<file path="config.mk">
export PLATFORM = sky130hd
export DESIGN_NAME = cubic_bezier_motion_path
export DESIGN_NICKNAME = d
export VERILOG_FILES = /design/src/cbmp_pkg.sv /design/src/cubic_bezier_motion_path.sv /design/src/cbmp_div.sv
export VERILOG_INCLUDE_DIRS = /design/src /design/src/src
export SDC_FILE = /design/constraint.sdc
export NUM_CORES = 2
export LEC_CHECK = 0
export ABC_AREA = 1
export BUFFER_PORTS_ARGS = -buffer_cell sky130_fd_sc_hd__buf_4
export CAP_MARGIN = 10
export CORE_MARGIN = 2
export CORE_UTILIZATION = 30
export CTS_CLUSTER_DIAMETER = 30
export DETAILED_ROUTE_END_ITERATION = 10
export PLACE_DENSITY = 0.43
export SLEW_MARGIN = 40
export SYNTH_ARGS = -nofsm -noshare
export SYNTH_HDL_FRONTEND = slang
export SYNTH_SLANG_ARGS = --single-unit
</file>
<file path="constraint.sdc">
create_clock -name clk -period 8.08 [get_ports clk]
set_input_delay 1.616 -clock clk [delete_from_list [all_inputs] [get_ports clk]]
set_output_delay 1.616 -clock clk [all_outputs]
set_load 0.02 [all_outputs]
</file>
<file path="src/cubic_bezier_motion_path_macros.svh">
// Assertion helpers shared by the motion path RTL.
// Each one samples on clk and is off while rst_n is low.
`ifndef CUBIC_BEZIER_MOTION_PATH_MACROS_SVH
`define CUBIC_BEZIER_MOTION_PATH_MACROS_SVH

// Consequent must hold in the same cycle as the antecedent.
`define CBMP_ASSERT_NOW(label, ante, cons, msg) \
  label: assert property (@(posedge clk) disable iff (!rst_n) (ante) |-> (cons)) \
    else $error(msg);

// Consequent must hold in the cycle after the antecedent.
`define CBMP_ASSERT_NEXT(label, ante, cons, msg) \
  label: assert property (@(posedge clk) disable iff (!rst_n) (ante) |=> (cons)) \
    else $error(msg);

`endif

</file>
<file path="src/cbmp_pkg.sv">
package cbmp_pkg;

  // Fixed-point setup
  localparam int COORD_BITS = 16;
  localparam int FRAC_BITS  = 16;
  localparam int HALF_W     = 16;              // one packed coordinate
  localparam int DUR_W      = 24;
  localparam int TICK_W     = 16;
  localparam int ELAP_W     = 32;

  // Datapath widths
  localparam int UW    = FRAC_BITS + 1;        // t, u, uu, tt: 0 .. 2^F
  localparam int WW    = FRAC_BITS + 2;        // weights up to 3 * 2^F
  localparam int PT_W  = HALF_W + 1;           // curve point, start removed
  localparam int MA_W  = WW + 1;               // signed multiplier operand a
  localparam int MB_W  = PT_W + 1;             // signed multiplier operand b
  localparam int P_W   = MA_W + MB_W;
  localparam int ACC_W = P_W + 2;

  localparam logic [UW-1:0] ONE = UW'(1) << FRAC_BITS;
  localparam int HALF = 1 << (FRAC_BITS - 1);

  // Configuration register indexes
  localparam int CFG_IDX_W = 3;
  localparam logic [CFG_IDX_W-1:0] REG_DURATION = 3'd0;
  localparam logic [CFG_IDX_W-1:0] REG_START    = 3'd1;
  localparam logic [CFG_IDX_W-1:0] REG_CTRL1    = 3'd2;
  localparam logic [CFG_IDX_W-1:0] REG_CTRL2    = 3'd3;
  localparam logic [CFG_IDX_W-1:0] REG_END      = 3'd4;
  localparam logic [CFG_IDX_W-1:0] REG_ABS_MODE = 3'd5;

  // Divider status toward the sequencer
  typedef struct packed {
    logic busy;
    logic done;
  } div_stat_t;

  // Curve point relative to start: plain half, or half minus start in absolute mode
  function automatic logic signed [PT_W-1:0] pt_rel(logic [HALF_W-1:0] h,
                                                    logic [HALF_W-1:0] s,
                                                    logic abs_m);
    logic signed [PT_W-1:0] hv;
    logic signed [PT_W-1:0] sv;
    hv = PT_W'($signed(h));
    sv = PT_W'($signed(s));
    return abs_m ? (hv - sv) : hv;
  endfunction

endpackage

</file>
<file path="src/cubic_bezier_motion_path.sv">
// One item at a time: a new item is accepted only while idle. Each item runs the
//   16-step bit-serial divider, skipped once elapsed time reaches the duration,
//   and then eleven passes through the one shared 19x18 multiplier.
// Reset (rst_n low, synchronous): elapsed time 0, first tick pending, registers
//   at their defaults (duration 1, points 0, relative mode), no result pending.
`include "cubic_bezier_motion_path_macros.svh"

module cubic_bezier_motion_path (
  input  logic                              clk,
  input  logic                              rst_n,
  // input item
  input  logic                              in_tvalid,
  output logic                              in_tready,
  input  logic [15:0]                       in_tdata,   // [15:0] tick_time
  input  logic [0:0]                        in_tuser,   // [0] cmd
  // result item
  output logic                              out_tvalid,
  input  logic                              out_tready,
  output logic [55:0]                       out_tdata,  // [15:0] pos_x, [31:16] pos_y,
                                                        // [48:32] progress, [49] done_res
  // register writes
  input  logic                              cfg_valid,
  output logic                              cfg_ready,
  input  logic [cbmp_pkg::CFG_IDX_W-1:0]    cfg_index,
  input  logic [31:0]                       cfg_data
);
  import cbmp_pkg::*;

  typedef enum logic [4:0] {
    ST_IDLE = 5'b00001,
    ST_PREP = 5'b00010,
    ST_DIV  = 5'b00100,
    ST_MUL  = 5'b01000,
    ST_FIN  = 5'b10000
  } state_t;

  // Multiplier schedule: step n issues one product, step n+1 writes it back
  localparam logic [3:0] SP_UU  = 4'd0;   // u*u
  localparam logic [3:0] SP_TT  = 4'd1;   // t*t
  localparam logic [3:0] SP_W1  = 4'd2;   // uu*t
  localparam logic [3:0] SP_W2  = 4'd3;   // tt*u
  localparam logic [3:0] SP_W3  = 4'd4;   // tt*t
  localparam logic [3:0] SP_BX  = 4'd5;
  localparam logic [3:0] SP_CX  = 4'd6;
  localparam logic [3:0] SP_DX  = 4'd7;
  localparam logic [3:0] SP_BY  = 4'd8;
  localparam logic [3:0] SP_CY  = 4'd9;
  localparam logic [3:0] SP_DY  = 4'd10;
  localparam logic [3:0] SP_END = 4'd11;  // last write-back only

  localparam logic signed [ACC_W-1:0] CMAX = ACC_W'((64'sd1 <<< (COORD_BITS - 1)) - 1);
  localparam logic signed [ACC_W-1:0] CMIN = -CMAX - ACC_W'(1);

  // Registers
  logic [DUR_W-1:0]        dur_r;
  logic [31:0]             start_r;
  logic [31:0]             c1_r;
  logic [31:0]             c2_r;
  logic [31:0]             end_r;
  logic                    abs_r;

  state_t                  state_r;
  logic [ELAP_W-1:0]       elapsed_r;
  logic                    first_r;
  logic                    done_r;
  logic [UW-1:0]           t_r;
  logic [3:0]              step_r;
  logic [UW-1:0]           uu_r;
  logic [UW-1:0]           tt_r;
  logic [WW-1:0]           w1_r;
  logic [WW-1:0]           w2_r;
  logic [WW-1:0]           w3_r;
  logic signed [P_W-1:0]   prod_r;
  logic signed [ACC_W-1:0] accx_r;
  logic signed [ACC_W-1:0] accy_r;

  logic                    out_valid_r;
  logic [HALF_W-1:0]       out_x_r;
  logic [HALF_W-1:0]       out_y_r;
  logic [UW-1:0]           out_prog_r;
  logic                    out_done_r;

  // Combinational
  logic                    in_acc;
  logic                    fin_go;
  logic [DUR_W-1:0]        dur_eff;
  logic [ELAP_W:0]         el_sum;
  logic                    reach;
  logic [UW-1:0]           u_val;
  logic signed [PT_W-1:0]  bx, by, cx, cy, dx, dy;
  logic signed [MA_W-1:0]  mul_a;
  logic signed [MB_W-1:0]  mul_b;
  logic [2*UW-1:0]         rsum;
  logic [UW-1:0]           rnd;
  logic [WW-1:0]           rnd3;
  logic signed [ACC_W-1:0] prod_ext;
  logic signed [ACC_W-1:0] posx;
  logic signed [ACC_W-1:0] posy;

  logic                    div_start;
  logic [FRAC_BITS-1:0]    div_q;
  div_stat_t               div_stat;

  function automatic logic signed [ACC_W-1:0] place(logic signed [ACC_W-1:0] acc,
                                                    logic [HALF_W-1:0] s);
    logic signed [ACC_W-1:0] v;
    v = ((acc + ACC_W'(HALF)) >>> FRAC_BITS) + ACC_W'($signed(s));
    if (v > CMAX)      return CMAX;
    else if (v < CMIN) return CMIN;
    else               return v;
  endfunction

  assign in_tready = (state_r == ST_IDLE);
  assign in_acc    = in_tvalid && in_tready;
  assign cfg_ready = 1'b1;
  assign fin_go    = (state_r == ST_FIN) && (!out_valid_r || out_tready);

  assign dur_eff   = (dur_r == '0) ? DUR_W'(1) : dur_r;
  assign el_sum    = {1'b0, elapsed_r} + (ELAP_W + 1)'(in_tdata);
  assign reach     = (elapsed_r >= ELAP_W'(dur_eff));
  assign u_val     = ONE - t_r;
  assign div_start = (state_r == ST_PREP) && !reach;

  // Curve points relative to start
  assign bx = pt_rel(c1_r[31:16],  start_r[31:16], abs_r);
  assign by = pt_rel(c1_r[15:0],   start_r[15:0],  abs_r);
  assign cx = pt_rel(c2_r[31:16],  start_r[31:16], abs_r);
  assign cy = pt_rel(c2_r[15:0],   start_r[15:0],  abs_r);
  assign dx = pt_rel(end_r[31:16], start_r[31:16], abs_r);
  assign dy = pt_rel(end_r[15:0],  start_r[15:0],  abs_r);

  // Shared multiplier operand select
  always_comb begin
    mul_a = '0;
    mul_b = '0;
    case (step_r)
      SP_UU: begin mul_a = MA_W'(u_val); mul_b = MB_W'(u_val); end
      SP_TT: begin mul_a = MA_W'(t_r);   mul_b = MB_W'(t_r);   end
      SP_W1: begin mul_a = MA_W'(uu_r);  mul_b = MB_W'(t_r);   end
      SP_W2: begin mul_a = MA_W'(tt_r);  mul_b = MB_W'(u_val); end
      SP_W3: begin mul_a = MA_W'(tt_r);  mul_b = MB_W'(t_r);   end
      SP_BX: begin mul_a = MA_W'(w1_r);  mul_b = MB_W'(bx);    end
      SP_CX: begin mul_a = MA_W'(w2_r);  mul_b = MB_W'(cx);    end
      SP_DX: begin mul_a = MA_W'(w3_r);  mul_b = MB_W'(dx);    end
      SP_BY: begin mul_a = MA_W'(w1_r);  mul_b = MB_W'(by);    end
      SP_CY: begin mul_a = MA_W'(w2_r);  mul_b = MB_W'(cy);    end
      SP_DY: begin mul_a = MA_W'(w3_r);  mul_b = MB_W'(dy);    end
      default: begin mul_a = '0; mul_b = '0; end
    endcase
  end

  // Round-half-up of an unsigned product, and three times that
  assign rsum     = prod_r[2*UW-1:0] + (2*UW)'(HALF);
  assign rnd      = rsum[FRAC_BITS+UW-1:FRAC_BITS];
  assign rnd3     = {rnd, 1'b0} + WW'(rnd);
  assign prod_ext = {{(ACC_W-P_W){prod_r[P_W-1]}}, prod_r};

  assign posx = place(accx_r, start_r[31:16]);
  assign posy = place(accy_r, start_r[15:0]);

  // Register writes
  always_ff @(posedge clk) begin
    if (!rst_n) begin
      dur_r   <= DUR_W'(1);
      start_r <= '0;
      c1_r    <= '0;
      c2_r    <= '0;
      end_r   <= '0;
      abs_r   <= 1'b0;
    end else if (cfg_valid && cfg_ready) begin
      unique case (cfg_index)
        REG_DURATION: dur_r   <= cfg_data[DUR_W-1:0];
        REG_START:    start_r <= cfg_data;
        REG_CTRL1:    c1_r    <= cfg_data;
        REG_CTRL2:    c2_r    <= cfg_data;
        REG_END:      end_r   <= cfg_data;
        REG_ABS_MODE: abs_r   <= cfg_data[0];
        default:      ;
      endcase
    end
  end

  // Sequencer and timing state
  always_ff @(posedge clk) begin
    if (!rst_n) begin
      state_r     <= ST_IDLE;
      elapsed_r   <= '0;
      first_r     <= 1'b1;
      step_r      <= '0;
      out_valid_r <= 1'b0;
    end else begin
      if (out_valid_r && out_tready && !fin_go) out_valid_r <= 1'b0;
      unique case (state_r)
        ST_IDLE: begin
          if (in_acc) begin
            if (in_tuser[0]) begin
              elapsed_r <= '0;
              first_r   <= 1'b1;
            end else if (first_r) begin
              elapsed_r <= '0;
              first_r   <= 1'b0;
            end else begin
              elapsed_r <= el_sum[ELAP_W] ? '1 : el_sum[ELAP_W-1:0];
            end
            state_r <= ST_PREP;
          end
        end
        ST_PREP: begin
          step_r  <= SP_UU;
          state_r <= reach ? ST_MUL : ST_DIV;
        end
        ST_DIV: begin
          if (div_stat.done) state_r <= ST_MUL;
        end
        ST_MUL: begin
          step_r <= step_r + 4'd1;
          if (step_r == SP_END) state_r <= ST_FIN;
        end
        ST_FIN: begin
          if (fin_go) begin
            out_valid_r <= 1'b1;
            state_r     <= ST_IDLE;
          end
        end
        default: state_r <= ST_IDLE;
      endcase
    end
  end

  // Datapath: progress, product pipeline, write-back
  always_ff @(posedge clk) begin
    if (state_r == ST_PREP) begin
      done_r <= reach;
      t_r    <= ONE;
    end
    if ((state_r == ST_DIV) && div_stat.done) t_r <= UW'(div_q);
    if (state_r == ST_MUL) begin
      prod_r <= mul_a * mul_b;
      case (step_r)
        SP_TT:  uu_r   <= rnd;
        SP_W1:  tt_r   <= rnd;
        SP_W2:  w1_r   <= rnd3;
        SP_W3:  w2_r   <= rnd3;
        SP_BX:  w3_r   <= WW'(rnd);
        SP_CX:  accx_r <= prod_ext;
        SP_DX:  accx_r <= accx_r + prod_ext;
        SP_BY:  accx_r <= accx_r + prod_ext;
        SP_CY:  accy_r <= prod_ext;
        SP_DY:  accy_r <= accy_r + prod_ext;
        SP_END: accy_r <= accy_r + prod_ext;
        default: ;
      endcase
    end
    if (fin_go) begin
      out_x_r    <= posx[HALF_W-1:0];
      out_y_r    <= posy[HALF_W-1:0];
      out_prog_r <= t_r;
      out_done_r <= done_r;
    end
  end

  cbmp_div u_div (
    .clk   (clk),
    .rst_n (rst_n),
    .start (div_start),
    .num   (elapsed_r[DUR_W-1:0]),
    .den   (dur_eff),
    .quot  (div_q),
    .stat  (div_stat)
  );

  assign out_tvalid = out_valid_r;
  assign out_tdata  = {6'b0, out_done_r, out_prog_r, out_y_r, out_x_r};

  // Checks
  `CBMP_ASSERT_NEXT(a_busy_after_accept, in_acc, !in_tready, "accepted a second item while busy")
  `CBMP_ASSERT_NOW(a_div_in_div_state, div_stat.busy, state_r == ST_DIV, "divider runs outside divide phase")
  `CBMP_ASSERT_NOW(a_step_bound, state_r == ST_MUL, step_r <= SP_END, "multiply step out of range")
  `CBMP_ASSERT_NOW(a_done_full, out_valid_r && out_done_r, out_prog_r == ONE, "done without full progress")

endmodule

</file>
<file path="src/cbmp_div.sv">
module cbmp_div (
  input  logic                            clk,
  input  logic                            rst_n,
  input  logic                            start,
  input  logic [cbmp_pkg::DUR_W-1:0]      num,    // must be below den
  input  logic [cbmp_pkg::DUR_W-1:0]      den,
  output logic [cbmp_pkg::FRAC_BITS-1:0]  quot,   // floor(num * 2^F / den)
  output cbmp_pkg::div_stat_t             stat
);
  import cbmp_pkg::*;

  localparam int CNT_W = $clog2(FRAC_BITS + 1);

  logic [DUR_W-1:0]     rem_r;
  logic [FRAC_BITS-1:0] quot_r;
  logic [CNT_W-1:0]     cnt_r;
  logic                 busy_r;
  logic                 done_r;

  logic [DUR_W:0]       rem_sh;
  logic                 ge;
  logic [DUR_W:0]       rem_nxt;

  // One restoring step: shift in a zero, subtract when it fits
  always_comb begin
    rem_sh  = {rem_r, 1'b0};
    ge      = (rem_sh >= {1'b0, den});
    rem_nxt = ge ? (rem_sh - {1'b0, den}) : rem_sh;
  end

  // Control: one quotient bit per cycle
  always_ff @(posedge clk) begin
    if (!rst_n) begin
      busy_r <= 1'b0;
      done_r <= 1'b0;
      cnt_r  <= '0;
    end else begin
      done_r <= 1'b0;
      if (start) begin
        busy_r <= 1'b1;
        cnt_r  <= '0;
      end else if (busy_r) begin
        cnt_r <= cnt_r + CNT_W'(1);
        if (cnt_r == CNT_W'(FRAC_BITS - 1)) begin
          busy_r <= 1'b0;
          done_r <= 1'b1;
        end
      end
    end
  end

  // Remainder and quotient
  always_ff @(posedge clk) begin
    if (start) begin
      rem_r <= num;
    end else if (busy_r) begin
      rem_r  <= rem_nxt[DUR_W-1:0];
      quot_r <= {quot_r[FRAC_BITS-2:0], ge};
    end
  end

  assign quot      = quot_r;
  assign stat.busy = busy_r;
  assign stat.done = done_r;

endmodule
</file>
# Yosys cells after proc, flatten, opt, wreduce, memory -nomap -nowiden
# Cells that the tools add are included.
dict set report totals {
  reg_bits 513
  input_bits 57
  output_inout_bits 59
  word_cells 166
}
dict set report op_classes {
  n_addsub 19
  multipliers 1
  order_cmp 6
  eq_ne 26
  muxes 36
  n_bitwise 3
  reduce_logical 44
}
# cell n
set op_table {}
lappend op_table {{one-hot mux 39 bit (2 select lines)} 2}
lappend op_table {{one-hot mux 18 bit (8 select lines)} 1}
lappend op_table {{one-hot mux 18 bit (7 select lines)} 1}
lappend op_table {{2-to-1 mux 17 bit} 6}
lappend op_table {{subtractor 16 x 16 -> 17 bit} 6}
lappend op_table {{2-to-1 mux 24 bit} 4}
lappend op_table {{2-to-1 mux 32 bit} 3}
lappend op_table {{adder 39 x 17 -> 39 bit (second input constant)} 2}
lappend op_table {{adder 39 x 37 -> 39 bit} 2}
lappend op_table {{2-to-1 mux 16 bit} 4}
lappend op_table {{adder 23 x 16 -> 24 bit} 2}
lappend op_table {{> comparator 24 x 16 -> 1 bit (second input constant)} 2}
lappend op_table {{less-than comparator 24 x 16 -> 1 bit (second input constant)} 2}
lappend op_table {{multiplier 19 x 18 -> 37 bit} 1}
lappend op_table {{adder 32 x 16 -> 33 bit} 1}
lappend op_table {{adder 33 x 16 -> 33 bit (second input constant)} 1}
lappend op_table {{>= comparator 32 x 24 -> 1 bit} 1}
lappend op_table {{AND reduction 2 bit} 15}
lappend op_table {{>= comparator 25 x 24 -> 1 bit} 1}
lappend op_table {{one-hot mux 5 bit (5 select lines)} 1}
lappend op_table {{zero test 24 bit} 1}
lappend op_table {{subtractor 24 bit} 1}
lappend op_table {{2-to-1 mux 5 bit} 4}
lappend op_table {{adder 18 x 17 -> 18 bit} 1}
lappend op_table {{30 further kinds} 70}

# Depth between registers and ports, before layout
dict set report depth {
  depth_word 8
  depth_mapped 40
  depth_no_buf 39
}

# Hierarchy
# A second synthesis with hierarchy kept.
dict set report unflattened {
  cells_unflattened 7284
  area_unflattened_um2 52009.9
}
# mod instances cells_each area_each_um2 seq_area_each_um2
set by_module_without_submodules {}
lappend by_module_without_submodules {cubic_bezier_motion_path 1 6647 47875.9 12021.5}
lappend by_module_without_submodules {cbmp_div 1 637 4134.0 1341.3}

# Least setup slack after synthesis
# Ideal clock, no wire load.
dict set report synth_timing {
  path_type {register to register}
  from {register start_r[16]}
  to {register prod_r[34] (data pin)}
  setup_ns 0.252
  arrival_time_ns 6.882
  required_time_ns 7.828
  path_slack_ns 0.945
  path_stages_with_launch 34
  path_buffers 1
  period_less_slack_ns 7.135
  cell_sequence {dfxtp_1 > ha_1 > inv_1 > fa_1 > nand3_1 > nand2_1 > nand3_1 > nand3_1 > nand2_1 > nand2_1 > nand2_1 > nand3_1 > nand2_1 > nand3_1 > nor2_4 > inv_2 > buf_6 > nand2_1 > fa_1 > fa_1 > inv_1 > fa_1 > fa_1 > fa_1 > inv_1 > fa_1 > inv_1 > ha_1 > nand2_1 > nor4_1 > a21oi_1 > or3b_2 > nand3_1 > nand2_1}
}
dict set report synth_between {
  elab_chain_len 4
  elab_cells_between_ends 8
  classes_between {add/sub (3); mul (1); mux (4)}
}
# element line
set synth_rtl {}
lappend synth_rtl {{from (decl)} cubic_bezier_motion_path.sv:56} ;# logic [31:0] start_r;
lappend synth_rtl {{from (signal assigned)} cubic_bezier_motion_path.sv:173} ;# REG_START: start_r <= cfg_data;
lappend synth_rtl {{subtractor 16 x 16 -> 17 bit} cbmp_pkg.sv:46} ;# return abs_m ? (hv - sv) : hv;
lappend synth_rtl {{2-to-1 mux 17 bit} cbmp_pkg.sv:46}
lappend synth_rtl {{one-hot mux 18 bit (8 select lines) *} cubic_bezier_motion_path.sv:136} ;# case (step_r)
lappend synth_rtl {{multiplier 19 x 18 -> 37 bit *} cubic_bezier_motion_path.sv:238} ;# prod_r <= mul_a * mul_b;
lappend synth_rtl {{to (signal assigned)} cubic_bezier_motion_path.sv:238}
lappend synth_rtl {{to (decl)} cubic_bezier_motion_path.sv:73} ;# logic signed [P_W-1:0] prod_r;
# Mark *: on every way between the ends. The rest lies on a longest branch, timed or not.
# A chain may end at the register's enable or synchronous reset.

# Worst setup path in the final report
dict set report layout_timing {
  from {register start_r[1]}
  to {register prod_r[31] (data pin)}
}
# Same word-level chain as after synthesis.

==> impl_metrics.toml <==
[timing]
tightest_slew_ps = 837
post-route-period-util = 0.958
timing.final.ws_setup_ps = 336
rsz0062_at_grt = "true"
fmax_mhz = 129
setup_viol = 0
hold_viol = 0
post-route-min-period_ps = 7740
finClkSkew_ps = 34.6
slew_viol_final = 0
slew_headroom = 0.437

[final_layout]
drive_gt1_frac = 0.104
mostFrequentLayoutCells = "1703 x nand2_1, 1080 x inv_1, 697 x nor2_1, 562 x a21oi_1, 441 x o21ai_0"
final_net_count = 8207
area.growth.synth_to_final_pct = 21.2
final_common_cell = "nand2_1"

[min_path]
hp-start = "done_r"
hold_depth = 0
hp-class = "reg -> reg"

[placement]
dp_worst_setup_slack_ps = -339
dpl.hpwl_um = 166000
place.gp.congestion = 0.939
portBuffers = 108

[synthesis]
synth-seq-cells = 513
async_reset_ff_frac = 0
yosys.cell_types.count = 75
syn_avg_cell_area_um2 = 7.22
yosys.area.top_type_share = 0.181
ys.flop_type = "edfxtp_1"
yosysWarnings = 0
synth_area_mm2 = 0.0513
synth_edf_count = 309
synth_top_area_cell = "edfxtp_1"
synth_cells = 7111
synth_seq_area_share = 0.260
synthTopCellsByArea = "edfxtp_1 18%, nand2_1 13%, ha_1 11%"

[floorplan]
die_area_mm2 = 0.174
rows = 151
io_pins = 116
initial_core_util = 0.303
die_w_um = 418
core_area_mm2 = 0.170
die_h_um = 418

[worst_setup_path]
critical-path-top-delay-family = "adder cells"
crit_fanout = 7
timing.rr.start = "start_r[1]"
max_stage_delay_ps = 550
cp_num_buf_inv = 8
cp-end-kind = "flip-flop"
worstSetupPathType = "reg -> reg"
crit_arrival_ps = 8280
crit_slowest_cell = "fa_1"
cp-startpoint = "start_r[1]"
reg2reg_slack_ps = 340
r2r_cells = 35
cp-start-kind = "flip-flop"
crit_cells = 35
crit_required_ps = 8610

[detailed_routing]
wl_met2_um = 93600
vias = 48300
top_layer = "met5"
met1_length_um = 95800
drtIter0Drc = 3294
vias_per_cell = 4.92
avgRoutedWirePerCell_um = 20.8
drt_pass1_iterations = 6
drc = 0
routed-wl-met3_um = 8520
detail-route-antenna-nets = 0
drt-total-wl_um = 204000

[pwr]
ir_worst_vdd_uv = 226
power.leakage_nw = 29.5
power_mw = 12.3
p_per_area_mw_per_mm2 = 197

[global_route]
grt_first_pass_wirelength_um = 305000
antenna_found_initial = 16
grt_max_degree = 74
grt_pass1_vias = 48100
gr-total-overflow = 0
grt_usage = 0.232

[clock_network]
htree_levels = 4
cts_buffer_depth = 3
clk_pin_slew_ps = 40
clock_sinks = 513
numCtsBuffers = 166
tritoncts = "done"
clk_latency_ps = 810
root_buffer = "clkbuf_16"

[job]
drv_cap = 0

[status]
status = "complete, no violations"
## power by group
part	internal, mW	total (mW)	switching (mW)	leakage, nW
Clock	4.83	6.90	2.07	2.92
Sequential	2.87	2.92	0.0511	4.41
Combinational	0.899	2.46	1.56	22.2
## layout make-up
cell class	instances	area (µm²)
multi-input combinational	5323	33300
tap	2218	2780
fill	18100	107000
sequential	513	13400
clock inverter	114	1580
clock buffer	198	4420
antenna	2	5.00
timing repair buffer	327	2640
inverter	1109	4180
## metrics by stage
step	setup TNS [ps]	hold slack, ps	utilization	instance area, µm²	std cells
floorplan	0	400	-	51400	7116
global placement	-1530	416	0.329	55800	9485
detailed placement	-2090	415	0.330	55900	9485
CTS	0	426	0.365	61900	9797
global route	-250	438	0.367	62200	9804
finish	0	424	0.367	62200	9804
## layer usage
layer,track usage,vias to the layer above
met5,0,-
met4,0.0736,6
met3,0.0300,263
met2,0.380,1065
met1,0.317,23100
li1,-,23900
## registers in the layout, indices dropped and copies added (netlist names), 18 cells and up
name and flops:
accx_r 39, accy_r 39, prod_r 37, c1_r 32, c2_r 32, elapsed_r 32, end_r 32, start_r 32
dur_r 24, u_div.rem_r 24, w1_r 18, w2_r 18
## final timing paths
kind / to
hold / removal: out_done_r
hold reg to reg: out_done_r
setup / recovery: prod_r[31]
setup reg to reg: prod_r[31]
## Yosys cell counts, types with 13 or more instances
master	number
nand2_2	25
nor4_1	19
nor2_1	707
a21oi_1	571
xor2_1	149
buf_2	49
nand3_1	417
ha_1	441
dfxtp_1	204
nand3b_1	23
or2_2	16
buf_6	14
nor3_1	72
a211oi_1	14
xnor2_1	78
o21ai_0	452
nor2_2	13
a21o_1	32
o21bai_1	41
inv_2	19
clkbuf_1	79
o211ai_1	16
buf_4	24
nand4_1	64
nand2_1	1714
a31oi_1	28
edfxtp_1	309
o21ai_1	16
fa_1	269
inv_1	1083
## timing repair
action / 4_1_cts / 5_1_grt
pin swaps: 0 / 4
buffers inserted: 0 / 5
hold buffers: 0 / 0
gates cloned: 0 / 0
endpoints found under the setup margin: 14 / 20
gates resized for setup: 3 / 70
## cells by family after synthesis
kind of cell / Yosys count / share of synthesized area
fa+ha+maj: 710 / 0.212
simple gates: 3128 / 0.256
flops: 513 / 0.260
xor+xnor: 229 / 0.0394
compound gates: 1249 / 0.133
buf+inv: 1280 / 0.0988
other cells: 2 / 0.000146
## worst reg2reg max path: cells and delay by family, from the launching register on
| kind | cells | cell delay, ps |
|---|---|---|
| buffers and inverters | 8 | 790 |
| AND/OR/NAND/NOR | 16 | 1870 |
| XOR/XNOR | 1 | 130 |
| AO/OA/AOI/OAI | 2 | 190 |
| flip-flops | 1 | 360 |
| adder cells (fa/ha/maj) | 8 | 4140 |
No activity file was read; power rests on OpenSTA's default activity.
